<file path="src/design/fat12_pkg.sv">
// Shared types, codes and constants for the FAT12 cluster table engine.
`default_nettype none
package fat12_pkg;

	localparam int TABLE_DEPTH_DEF = 8192;
	// Highest byte offset an entry access can touch (second byte of cluster 4095).
	localparam int MAX_ENTRY_OFF = 6143;

	localparam logic [11:0] ENTRY_MASK     = 12'hFFF;
	localparam logic [15:0] HI_NIBBLE_MASK = 16'hF000;
	localparam logic [15:0] LO_NIBBLE_MASK = 16'h000F;
	localparam logic [11:0] EOC_MIN        = 12'hFF8;
	localparam logic [11:0] FIRST_CLUSTER  = 12'd2;

	typedef logic [2:0] op_t;
	localparam op_t OP_LOAD_BYTE  = 3'd0;
	localparam op_t OP_READ_BYTE  = 3'd1;
	localparam op_t OP_READ_ENTRY = 3'd2;
	localparam op_t OP_WRITE_ENTRY = 3'd3;
	localparam op_t OP_FIND_FREE  = 3'd4;
	localparam op_t OP_FREE_CHAIN = 3'd5;

	localparam logic [1:0] CFG_CLUSTER_COUNT = 2'd0;
	localparam logic [1:0] CFG_DATA_START    = 2'd1;
	localparam logic [1:0] CFG_SECT_PER_CLUS = 2'd2;

	localparam logic [1:0] ST_OK      = 2'd0;
	localparam logic [1:0] ST_NO_FREE = 2'd1;
	localparam logic [1:0] ST_LIMIT   = 2'd2;

	localparam logic [1:0] ADDR_PORT_BYTE = 2'd0;
	localparam logic [1:0] ADDR_PORT_A0   = 2'd1;
	localparam logic [1:0] ADDR_A0        = 2'd2;
	localparam logic [1:0] ADDR_A1        = 2'd3;

	localparam logic [1:0] WR_PORT_BYTE = 2'd0;
	localparam logic [1:0] WR_A0_NEW    = 2'd1;
	localparam logic [1:0] WR_A1_NEW    = 2'd2;

	localparam logic [2:0] RES_ZERO    = 3'd0;
	localparam logic [2:0] RES_BYTE    = 3'd1;
	localparam logic [2:0] RES_ENTRY   = 3'd2;
	localparam logic [2:0] RES_FOUND   = 3'd3;
	localparam logic [2:0] RES_NO_FREE = 3'd4;
	localparam logic [2:0] RES_LIMIT   = 3'd5;

	typedef struct packed {
		logic       ld_port;
		logic       ld_search;
		logic       search_adv;
		logic       chain_next;
		logic       rd_en;
		logic [1:0] addr_sel;
		logic       wr_en;
		logic [1:0] wr_sel;
		logic       put_zero;
		logic       cap_lo;
		logic       cap_word;
		logic       res_load;
		logic [2:0] res_kind;
	} ctl_cmd_t;

	typedef struct packed {
		logic c_lt2;
		logic steps_ge;
		logic srch_valid;
		logic entry_zero;
		logic eoc;
	} ctl_sts_t;

endpackage
`default_nettype wire

</file>
<file path="src/design/fat12_ctrl.sv">
// Operation sequencer for the FAT12 cluster table engine.
`default_nettype none
module fat12_ctrl (
	input  wire logic                clk,
	input  wire logic                arst_n,
	input  wire logic                start,
	input  wire fat12_pkg::op_t      op,
	input  wire fat12_pkg::ctl_sts_t sts,
	output fat12_pkg::ctl_cmd_t      cmd,
	output logic                     busy
);
	import fat12_pkg::*;

	localparam logic [2:0] S_IDLE = 3'd0;
	localparam logic [2:0] S_RB   = 3'd1;
	localparam logic [2:0] S_E1   = 3'd2;
	localparam logic [2:0] S_E2   = 3'd3;
	localparam logic [2:0] S_W1   = 3'd4;
	localparam logic [2:0] S_SCHK = 3'd5;
	localparam logic [2:0] S_FCHK = 3'd6;

	logic [2:0] state_q, state_nx;
	op_t        op_q;

	assign busy = (state_q != S_IDLE);

	always_ff @(posedge clk or negedge arst_n) begin
		if (!arst_n) begin
			state_q <= S_IDLE;
			op_q    <= OP_LOAD_BYTE;
		end else begin
			state_q <= state_nx;
			if (state_q == S_IDLE && start) begin
				op_q <= op;
			end
		end
	end

	always_comb begin
		cmd      = '0;
		state_nx = state_q;
		unique case (state_q)
			S_IDLE: begin
				if (start) begin
					cmd.ld_port = 1'b1;
					unique case (op)
						OP_LOAD_BYTE: begin
							cmd.wr_en    = 1'b1;
							cmd.wr_sel   = WR_PORT_BYTE;
							cmd.res_load = 1'b1;
							cmd.res_kind = RES_ZERO;
						end
						OP_READ_BYTE: begin
							cmd.rd_en    = 1'b1;
							cmd.addr_sel = ADDR_PORT_BYTE;
							state_nx     = S_RB;
						end
						OP_READ_ENTRY, OP_WRITE_ENTRY: begin
							cmd.rd_en    = 1'b1;
							cmd.addr_sel = ADDR_PORT_A0;
							state_nx     = S_E1;
						end
						OP_FIND_FREE: begin
							cmd.ld_search = 1'b1;
							state_nx      = S_SCHK;
						end
						OP_FREE_CHAIN: begin
							state_nx = S_FCHK;
						end
						default: begin
							cmd.res_load = 1'b1;
							cmd.res_kind = RES_ZERO;
						end
					endcase
				end
			end
			S_RB: begin
				cmd.res_load = 1'b1;
				cmd.res_kind = RES_BYTE;
				state_nx     = S_IDLE;
			end
			S_E1: begin
				cmd.rd_en    = 1'b1;
				cmd.addr_sel = ADDR_A1;
				cmd.cap_lo   = 1'b1;
				state_nx     = S_E2;
			end
			S_E2: begin
				cmd.cap_word = 1'b1;
				cmd.put_zero = (op_q == OP_FREE_CHAIN);
				state_nx     = S_IDLE;
				unique case (op_q)
					OP_READ_ENTRY: begin
						cmd.res_load = 1'b1;
						cmd.res_kind = RES_ENTRY;
					end
					OP_WRITE_ENTRY, OP_FREE_CHAIN: begin
						cmd.wr_en  = 1'b1;
						cmd.wr_sel = WR_A0_NEW;
						state_nx   = S_W1;
					end
					OP_FIND_FREE: begin
						if (sts.entry_zero) begin
							cmd.res_load = 1'b1;
							cmd.res_kind = RES_FOUND;
						end else begin
							cmd.search_adv = 1'b1;
							state_nx       = S_SCHK;
						end
					end
					default: begin
						state_nx = S_IDLE;
					end
				endcase
			end
			S_W1: begin
				cmd.wr_en  = 1'b1;
				cmd.wr_sel = WR_A1_NEW;
				if (op_q == OP_FREE_CHAIN && !sts.eoc) begin
					cmd.chain_next = 1'b1;
					state_nx       = S_FCHK;
				end else begin
					cmd.res_load = 1'b1;
					cmd.res_kind = RES_ZERO;
					state_nx     = S_IDLE;
				end
			end
			S_SCHK: begin
				if (!sts.srch_valid) begin
					cmd.res_load = 1'b1;
					cmd.res_kind = RES_NO_FREE;
					state_nx     = S_IDLE;
				end else begin
					cmd.rd_en    = 1'b1;
					cmd.addr_sel = ADDR_A0;
					state_nx     = S_E1;
				end
			end
			S_FCHK: begin
				if (sts.c_lt2) begin
					cmd.res_load = 1'b1;
					cmd.res_kind = RES_ZERO;
					state_nx     = S_IDLE;
				end else if (sts.steps_ge) begin
					cmd.res_load = 1'b1;
					cmd.res_kind = RES_LIMIT;
					state_nx     = S_IDLE;
				end else begin
					cmd.rd_en    = 1'b1;
					cmd.addr_sel = ADDR_A0;
					state_nx     = S_E1;
				end
			end
			default: begin
				state_nx = S_IDLE;
			end
		endcase
	end

endmodule
`default_nettype wire

</file>
<file path="config.mk">
export PLATFORM = sky130hd
export DESIGN_NAME = fat12_ctrl
export DESIGN_NICKNAME = d
export VERILOG_FILES = /design/src/design/fat12_pkg.sv /design/src/design/fat12_ctrl.sv
export SDC_FILE = /design/constraint.sdc
export NUM_CORES = 1
export LEC_CHECK = 0
export BUFFER_PORTS_ARGS = -buffer_cell sky130_fd_sc_hd__buf_2
export CORE_MARGIN = 2
export CORE_UTILIZATION = 33
export DETAILED_ROUTE_END_ITERATION = 10
export PLACE_DENSITY = 0.65
export SETUP_SLACK_MARGIN = 0.05
export SLEW_MARGIN = 20
export SYNTH_ARGS = -nofsm -noshare
export SYNTH_HDL_FRONTEND = slang
export SYNTH_SLANG_ARGS = --single-unit
</file>
<file path="constraint.sdc">
create_clock -name clk -period 2.1 [get_ports clk]
set_clock_uncertainty 0.15 [all_clocks]
set_input_delay 0.105 -clock clk [delete_from_list [all_inputs] [get_ports clk]]
set_output_delay 0.105 -clock clk [all_outputs]
set_load 0.03 [all_outputs]
</file>
# Word-level counts from Yosys, hierarchy flattened
# Index checks and enable logic that the tools add are counted.
word_totals:
  word_cells: 67
  regBits: 6
op_classes:
  n_eq_ne: 17
  n_mux: 38
  reduce_logical: 10
ops:
  columns: ["op", "count"]
  rows:
  - ["$mux 4", 7]
  - ["$mux 3", 8]
  - ["$pmux 3 s4", 2]
  - ["$pmux 4 s6", 1]
  - ["$eq 3x3->1 const B", 7]
  - ["$eq 3x2->1 const B", 6]
  - ["$pmux 3 s6", 1]
  - ["$pmux 3 s2", 2]
  - ["$mux 2", 5]
  - ["$mux 1", 9]
  - ["$pmux 3 s3", 1]
  - ["$pmux 4 s2", 1]
  - ["$eq 3x1->1 const B", 2]
  - ["$logic_not 3->1", 2]
  - ["$mux 6", 1]
  - ["$ne 5x1->1 const B", 1]
  - ["$reduce_or 5->1", 1]
  - ["$reduce_or 2->1", 2]
  - ["$reduce_bool 3->1", 1]
  - ["$logic_and 1x1->1", 2]
  - ["$ne 2x2->1 const B", 1]
  - ["$reduce_and 2->1", 1]
  - ["$logic_not 1->1", 1]

# Logic depth before layout (Yosys ltp)
# Gate-level depths: netlist (run 1).
logic_depth:
  depth_word: 5
  mapped_depth: 6
  depth_no_buf: 5

# Worst setup path before layout (run 1)
# No wires, ideal clock.
synth_path:
  kind: "register to output"
  startpoint: "register state_q[0]"
  endpoint: "output port cmd[10] (netlist name)"
  path_slack_ps: 257
  n_path_buf: 1
  t_arrival_ps: 1588
  path_stages_with_launch: 5
  path_cell_list: "dfrtp_1 buf_6 and2b_1 nor2b_1 a21o_1"
synth_lines:
  columns: ["item", "line", "text"]
  rows:
  - ["start, declared", "fat12_ctrl.sv:22", "logic [2:0] state_q, state_nx;"]
  - ["start signal, assigned", "fat12_ctrl.sv:32", "state_q <= state_nx;"]
  - ["end, declared", "fat12_ctrl.sv:9", "output fat12_pkg::ctl_cmd_t cmd,"]

==> results of run 1 <==
==> flip-flops by register name, indices dropped and copies added (netlist names) <==
name	flops
op_q	3
state_q	3
==> metrics by stage <==
step / hold WS [ns] / setup slack (ns) / util
after floorplan: -0.341 / 0.257 / -
after global routing: 0.00915 / 0.0569 / 0.462
final: 0.0156 / 0.207 / 0.462
after CTS: 0.00972 / 0.182 / 0.457
after detailed placement: -0.218 / 0.446 / 0.438
after global placement: -0.218 / 0.414 / 0.438
==> final cells by class <==
class / instances / area share
Multi-Input combinational cell: 59 / 0.502
Sequential cell: 6 / 0.189
Timing Repair Buffer: 29 / 0.186
Inverter: 12 / 0.0559
Tap cell: 25 / 0.0388
Clock buffer: 3 / 0.0280
==> worst reg2reg max path, delay by kind of cell (launching register included) <==
kind,cells,cell delay [ns]
buffers and inverters,1,0.14
DFF,1,0.52
muxes,1,0.35
and+or+nand+nor,2,0.37
==> cell families (layout without fill, tap and decap cells) <==
group | Yosys count | after routing | share of synthesized area
adders and majority gates | 2 | 2 | 0.0403
muxes | 3 | 3 | 0.0544
DFF | 6 | 6 | 0.242
and+or+nand+nor | 30 | 30 | 0.278
buffers and inverters | 15 | 44 | 0.117
xor gates and xnor gates | 1 | 1 | 0.0141
AOI/OAI and AO/OA | 23 | 23 | 0.254
==> Yosys cell counts (all sizes together), types with 2 or more instances <==
| master | n |
|---|---|
| o31a | 2 |
| a21o | 3 |
| nor2b | 2 |
| buf | 3 |
| dfrtp | 6 |
| a21oi | 4 |
| nor3 | 2 |
| nand2 | 6 |
| and3 | 4 |
| a31oi | 3 |
| nor2 | 6 |
| mux2 | 3 |
| nand2b | 2 |
| o21ai | 3 |
| ha | 2 |
| inv | 11 |
==> report_power, final <==
part | leakage, nW | total, W | internal (W) | switching (W)
registers | 0.0726 | 0.000246 | 0.000163 | 0.0000828
logic | 0.377 | 0.000544 | 0.000208 | 0.000335
clock network | 0.0138 | 0.000100 | 0.0000643 | 0.0000360
==> per-layer routing <==
layer	wire length (microns)	global-route usage	share of wire
met5	0	0	0
met4	0	0.0167	0
met3	114	0.0500	0.074
met2	691	0.246	0.45
met1	734	0.213	0.48
==> timing repair <==
item / 4_1_cts / 5_1_grt
setup buffers: 0 / 0
hold endpoints to repair: 6 / 0
endpoints found under the setup margin: 0 / 1
hold buffers: 1 / 0
resized for setup: 0 / 3
==> final timing paths <==
path                         endpoint  depth (start not counted)  slack, ns  startpoint
setup / recovery               cmd[9]                          6       0.21  state_q[2]
max in group asynchronous  state_q[0]                          2       1.58      arst_n
setup reg to reg              op_q[1]                          4       0.45  state_q[2]
hold reg to reg               op_q[1]                          1       0.43     op_q[1]
min in group asynchronous  state_q[2]                          2       0.07      arst_n
hold / removal                op_q[0]                          2       0.02       op[0]
==> reports/qor.csv, run 1 <==
metric,value,unit
Worst slew margin,0.718,
number of DRC markers in iteration 0,7,
crit path DAT,1.64,ns
Final Cycle Share,0.902,
worst vdd ir,0.600,mV
CP max stage delay,0.52,ns
DRC viols,0,
pwr dens,1100,mW/mm^2
post-synth cell types,37,
# fillers,185,
total negative slack,0,ns
family with the most delay on the worst path,flip-flops,
Initial Utilization,0.356,
RSZ-0062 raised after global routing,no,
CP bufs+invs,2,
total number of vias,686,
crit-path cells,"nand3b_1, inv_1, nand2_1, a21o_1, nand2_1, buf_2",
Clock Path Buffers,2,
RePlAce Congestion,0.758,
Yosys top cell area share,0.242,
required time of the critical path,1.85,ns
Routed WL,1540,microns
final setup vio count,0,
Max Cap Violations,0,
CP Class,reg2out,
IO Port Bufs,28,
pin count of the biggest net entering global routing,15,
post-synth net total,93,
fin area,806,sq um
placed insts,130,
Layout Area Growth over Synthesis,29.8,%
"EDFF count, synth",0,
most frequent cells in the layout,"buf_2 (28), inv_1 (10), nor2_1 (6), nand2_1 (6)",
Pwr Total,0.000890,W
Crit path top cell by count,nand2_1,
drt wl/cell,11.5,microns
FF+latch area,153,sq um
Hold Fails Final Rpt,0,
"commonest non-fill, non-tap cell in the layout",buf_2,
warnings from Yosys,0,
multi-input logic area,404,sq um
actual slew at the worst max-slew pin,0.420,ns
initial antenna violation count,0,
leading post-synthesis cells by cell area,"dfrtp_1 (24%), inv_1 (6.0%), mux2_2 (5.4%), and3_1 (4.0%), ha_1 (4.0%)",
leading area contributor after synthesis,dfrtp_1,
fin cells,134,
routed vias/inst,5.12,
critical path capture point type,output pin,
Die Y-Extent,47.4,microns
die area,0.00224,sq mm
grt total ovfl,0,
Area after DPL,764,sq um
post-layout min period,1.89,ns
die width,47.4,microns
post-route antenna net violation count,0,
worst hold path type,in2reg,
first-pass GRT wire length,2490,microns
slowest cell on the critical path,dfrtp_1,
worst-path fanout max,14,
drt pass-1 iters,4,
P_leak,0.463,nW
# diodes,0,
fin nets,124,
Sink Count,6,
root buf cell,clkbuf_4,
"Avg Cell Area, Syn",7.76,sq um
Worst-path clk slew,0.04,ns
row count,15,
CTS tree,done,
"Seq/Total Area, Yosys",0.242,
I/O pin count,29,
post-synthesis async set-or-reset flop share,1.00,
startpoint types,flop,
GRT Overall Usage,0.155,
status,finished clean,
Syn Inst Count,80,
layout cell share with drive strength beyond 1,0.358,
core region area,0.00175,sq mm
fmax,528,MHz
number of global-route vias before repair,574,
cell area after synthesis,621,sq um
H-tree levels,1,
fin. max-slew vios,0,
prevailing post-synth register cell,dfrtp_1,
HPWL Detailed,1260,microns
Num CTS Buffers,3,
#FFs+latches synth,6,
clk_lat worst skew,0.24,ns
Power figures use the tool's default switching activity.
==> inputs of run 2 (changes only) <==
- ABC_AREA: not set -> 1
- PLACE_DENSITY: 0.65 -> 0.67
- clock period: 2.1 -> 1.7 ns (I/O delays scaled with it)
==> run 2 against run 1 <==
Against the previous run: the flow now finishes with violations (setup timing); die area grew 1.1%; core utilization rose by 11 points; combinational power up 100%; cell count is 25% higher; area after synthesis up 1.2%; routed wire length is 21% higher.
==> reports/qor.csv, run 2 <==
metric,value,unit
status,"finished, violations left",
violations in the final reports,setup timing,
Synth Area in Compound Gates,0.104,
Pwr Total,0.00152,W
FF-to-FF Start,state_q[1],
post-synth net total,116,
flop2flop setup slack,0.28,ns
"commonest non-fill, non-tap cell in the layout",nand2_1,
H-tree levels,1,
drt wl/cell,11.2,microns
pwr dens,1520,mW/mm^2
top-count cell post-synth,nand2_1,
Worst Reg-to-Reg Cells,7,
"EDFF count, synth",0,
pin count of the biggest net entering global routing,8,
setup ws final,-0.0148,ns
worst vdd ir,0.855,mV
most frequent cells in the layout,"nand2_1 (21), inv_1 (20), buf_2 (16), nand3_1 (10), clkbuf_4 (8)",
startpoint types,flop,
initial antenna violation count,0,
Syn Inst Count,103,
RePlAce Congestion,0.841,
GRT Overall Usage,0.167,
simple-gate area share of the yosys netlist,0.456,
P_leak,0.591,nW
number of global-route vias before repair,670,
routed vias/inst,4.87,
final setup vio count,1,
grt total ovfl,0,
die area,0.00227,sq mm
Num CTS Buffers,3,
Layout Area Growth over Synthesis,59.2,%
prevailing post-synth register cell,dfrtp_1,
total number of vias,814,
fin. max-slew vios,0,
actual slew at the worst max-slew pin,0.225,ns
first-pass GRT wire length,2580,microns
main combinational cell family by area after synthesis,simple AND/OR/NAND/NOR gates,
Final Cycle Share,1.01,
hold path startpoint,start,
warnings from Yosys,0,
CTS tree,done,
leading area contributor after synthesis,dfrtp_1,
leading post-synthesis cells by cell area,"dfrtp_1 (24%), nand2_1 (14%), inv_1 (13%), nand3_1 (10%), o21ai_0 (8.0%)",
RSZ-0062 raised after global routing,yes,
Clock Path Buffers,2,
Sink Count,6,
IO Port Bufs,28,
drt pass-1 iters,4,
"Avg Cell Area, Syn",6.10,sq um
worst slack at placement,0.188,ns
CP Class,reg2out,
Die Y-Extent,47.6,microns
biggest regs,"op_q: 3 flops, state_q: 3 flops",
post-synth cell types,19,
total negative slack,-0.0148,ns
worst-path fanout max,6,
core region area,0.00176,sq mm
layout cell share with drive strength beyond 1,0.408,
r2r endpoint,state_q[2],
Hold Fails Final Rpt,0,
critical path capture point type,output pin,
Routed WL,1870,microns
Final Util,0.567,
multiplexer area fraction after synthesis,0,
Max Cap Violations,0,
WHS Path Cells,3,
post-synthesis async set-or-reset flop share,1.00,
Hold Worst Slack,0.0312,ns
required time of the critical path,1.46,ns
number of DRC markers in iteration 0,19,
Adder-Cell Fraction of Synth Area,0.0398,
post-route antenna net violation count,0,
#FFs+latches synth,6,
crit path DAT,1.48,ns
fmax,583,MHz
DRC viols,0,
I/O pin count,29,
root buf cell,clkbuf_4,
Initial Utilization,0.356,
# diodes,0,
die width,47.6,microns
# fillers,181,
row count,15,
post-layout min period,1.71,ns
cell area after synthesis,628,sq um
Worst-path clk slew,0.04,ns
fin nets,157,
"Seq/Total Area, Yosys",0.239,
Worst slew margin,0.849,
hold-critical path endpoint,state_q[1],
clk_lat worst skew,0.24,ns
HPWL Detailed,1460,microns
worst hold path type,in2reg,
Post-Synth XOR/XNOR Area,0,
Commonest cells post-synth,"nand2_1 (23), inv_1 (22), nand3_1 (13)",
Yosys top cell area share,0.239,
-- run 2: repair_timing --
action | in CTS | in global routing
hold buffers | 2 | 1
resized for setup | 9 | 33
endpoints found under the setup margin | 6 | 10
pin swaps | 1 | 3
endpoints found under the hold margin | 8 | 1
setup buffers | 1 | 4
-- run 2: layer usage --
metal  vias to the layer above  routed length [microns]  track usage
met5                         -                        0            0
met4                         0                       53        0.108
met3                         6                       78       0.0151
met2                        26                      979        0.295
met1                       377                      758        0.192
li1                        405                        -            -
-- run 2: worst max-delay path, stage by stage, from the launching register on --
cell,delay [ns]
dfrtp_1,0.42
nor2_4,0.17
nand2_4,0.10
nor2_8,0.14
inv_4,0.07
nor2_4,0.09
nand2_2,0.05
nand3_2,0.06
buf_6,0.13
-- run 2: kinds of logic after synthesis --
logic type | after synthesis
buffers and inverters | 25
adders and majority gates | 2
DFF | 6
AOI/OAI and AO/OA | 13
and+or+nand+nor | 57
-- run 2: layout make-up --
| class | count | area (sq um) | area share |
|---|---|---|---|
| repair buffers | 37 | 268 | 0.268 |
| inverters | 24 | 95.1 | 0.0951 |
| flip-flops and latches | 6 | 151 | 0.151 |
| well taps | 25 | 31.3 | 0.0313 |
| clock buffers | 3 | 22.5 | 0.0225 |
| multi-input cells | 72 | 432 | 0.432 |
-- run 2: worst max path at each step --
stage / start / endpoint / slack [ns] / cells past startpoint
floorplan: state_q[0] / cmd[10] / 0.04 / 5
global placement: state_q[1] / cmd[9] / 0.24 / 8
detailed placement: state_q[0] / cmd[9] / 0.19 / 8
CTS: state_q[1] / cmd[9] / 0.01 / 8
global route: state_q[1] / cmd[9] / -0.06 / 8
finish: state_q[1] / cmd[9] / -0.01 / 8
-- run 2: where the power goes --
group / total, W / internal, W / switching (W)
Sequential: 0.000288 / 0.000203 / 0.0000855
Combinational: 0.00111 / 0.000403 / 0.000703
Clock: 0.000129 / 0.0000797 / 0.0000492
-- run 2: per-stage QoR --
stage          instance area [sq um]  instances
3_5_place_dp                     802        156
6_report                        1000        167
5_1_grt                         1000        167
2_1_floorplan                    634        103
4_1_cts                          882        162
3_3_place_gp                     802        156
==> inputs of run 3 (changes only) <==
- PLACE_DENSITY: 0.67 -> 0.63
==> run 3 against run 2 <==
Against the previous run: the flow finishes with violations (hold timing); final area fell by 0.38%; count of clock-buffer cells in the layout did not move; total power fell by 2.0%; highest routed layer unchanged; clock power rose by 6%; non-clock buffer count rose by 3; sequential share of layout area rose by 0.057 points; via count fell by 2.3%; core utilization fell by 0.21 points; register-to-register slack improved by 0.05 ns; largest cell class unchanged; cell count rose by 1.8%; sequential power fell by 4%; fmax rose by 3.1%.
==> reports/qor.csv, run 3 (synthesis gave the netlist of run 2 again) <==
metric,value,unit
routed vias/inst,4.68,
CP max stage delay,0.41,ns
# diodes,0,
crit-path cells,"inv_1, nand4_1, and2_0, nor2_1, nand3_1, buf_4",
fmax,601,MHz
FF-to-FF Start,state_q[2],
family with the most delay on the worst path,simple AND/OR/NAND/NOR gates,
Area after DPL,802,sq um
number of global-route vias before repair,614,
CP bufs+invs,2,
worst hold path type,in2reg,
total number of vias,795,
critical path capture point type,output pin,
HPWL Detailed,1390,microns
Initial Utilization,0.356,
actual slew at the worst max-slew pin,0.248,ns
hold-critical path endpoint,state_q[2],
number of DRC markers in iteration 0,15,
fin area,996,sq um
required time of the critical path,1.46,ns
clk_lat worst skew,0.25,ns
Layout Area Growth over Synthesis,58.6,%
Hold Worst Slack,-0.00167,ns
hold path startpoint,start,
I/O pin count,29,
Routed WL,1750,microns
CTS tree,done,
post-route antenna net violation count,0,
grt total ovfl,0,
Worst Reg-to-Reg Cells,6,
final setup vio count,0,
flop2flop setup slack,0.33,ns
root buf cell,clkbuf_4,
die width,47.6,microns
drt wl/cell,10.3,microns
pin count of the biggest net entering global routing,8,
Hold Fails Final Rpt,1,
Worst slew margin,0.833,
startpoint types,flop,
H-tree levels,1,
Die Y-Extent,47.6,microns
violations in the final reports,hold timing,
most frequent cells in the layout,"inv_1 (22), nand2_1 (22), buf_2 (16), buf_4 (13), nand3_1 (10)",
layout cell share with drive strength beyond 1,0.393,
Worst-path clk slew,0.04,ns
crit path DAT,1.43,ns
worst-path fanout max,4,
initial antenna violation count,0,
status,"finished, violations left",
r2r endpoint,state_q[2],
# fillers,190,
GRT Overall Usage,0.154,
die area,0.00227,sq mm
post-layout min period,1.66,ns
Num CTS Buffers,3,
pwr dens,1500,mW/mm^2
worst vdd ir,0.768,mV
IO Port Bufs,28,
slowest cell on the critical path,dfrtp_1,
drt pass-1 iters,4,
Max Cap Violations,0,
DRC viols,0,
first-pass GRT wire length,2450,microns
Final Cycle Share,0.978,
Final Util,0.565,
core region area,0.00176,sq mm
Clock Path Buffers,2,
RePlAce Congestion,0.797,
fin. max-slew vios,0,
biggest regs,"op_q: 3 flops, state_q: 3 flops",
fin nets,160,
Sink Count,6,
WHS Path Cells,3,
RSZ-0062 raised after global routing,yes,
row count,15,
P_leak,0.610,nW
CP Class,reg2out,
run 3: power breakdown:
group	switching (W)	total, W	internal (W)
Combinational	0.000668	0.00108	0.000411
Clock	0.0000571	0.000137	0.0000802
Sequential	0.0000741	0.000277	0.000203
Total	0.000799	0.00149	0.000694
run 3: worst max path at each step:
stage	from	to	slack, ns	cells past startpoint
after global placement	state_q[1]	cmd[9]	0.23	8
after global routing	state_q[0]	cmd[9]	-0.06	8
after floorplan	state_q[0]	cmd[10]	0.04	5
final	op_q[1]	cmd[3]	0.04	6
after detailed placement	state_q[0]	cmd[9]	0.20	8
after CTS	state_q[0]	cmd[9]	0.006	8
run 3: worst min-delay path, cell delays in order:
cell     delay [ns]
buf_2          0.10
a21oi_1        0.08
nor2_1         0.10
run 3: repair_timing:
| item | in CTS | in global routing |
|---|---|---|
| pin swaps | 1 | 3 |
| setup buffers | 1 | 7 |
| endpoints found under the setup margin | 5 | 11 |
| resized for setup | 6 | 21 |
| hold buffers | 3 | 0 |
| endpoints found under the hold margin | 8 | 0 |
run 3: final cells by class:
cell class | instances | area, sq um | share of cell area
Inverter | 24 | 95.1 | 0.0955
Sequential cell | 6 | 151 | 0.152
Timing Repair Buffer | 40 | 275 | 0.276
Clock buffer | 3 | 22.5 | 0.0226
Multi-Input combinational cell | 72 | 420 | 0.422
Tap cell | 25 | 31.3 | 0.0314
run 3: metrics by stage:
step	std cells	setup WS, ns	power, W	setup TNS [ns]
after floorplan	103	0.0392	0.000927	0
after global placement	156	0.234	0.00113	0
after detailed placement	156	0.204	0.00113	0
final	170	0.0369	0.00149	0
after CTS	163	0.00607	0.00130	0
after global routing	170	-0.0559	0.00161	-0.245
run 3: per-layer routing:
metal / GRT usage / share of wire / wire (microns) / vias up
li1: - / - / - / 410
met1: 0.217 / 0.44 / 771 / 354
met2: 0.243 / 0.49 / 849 / 25
met3: 0.0113 / 0.049 / 86 / 6
met4: 0.0649 / 0.023 / 40 / 0
met5: 0 / 0 / 0 / -
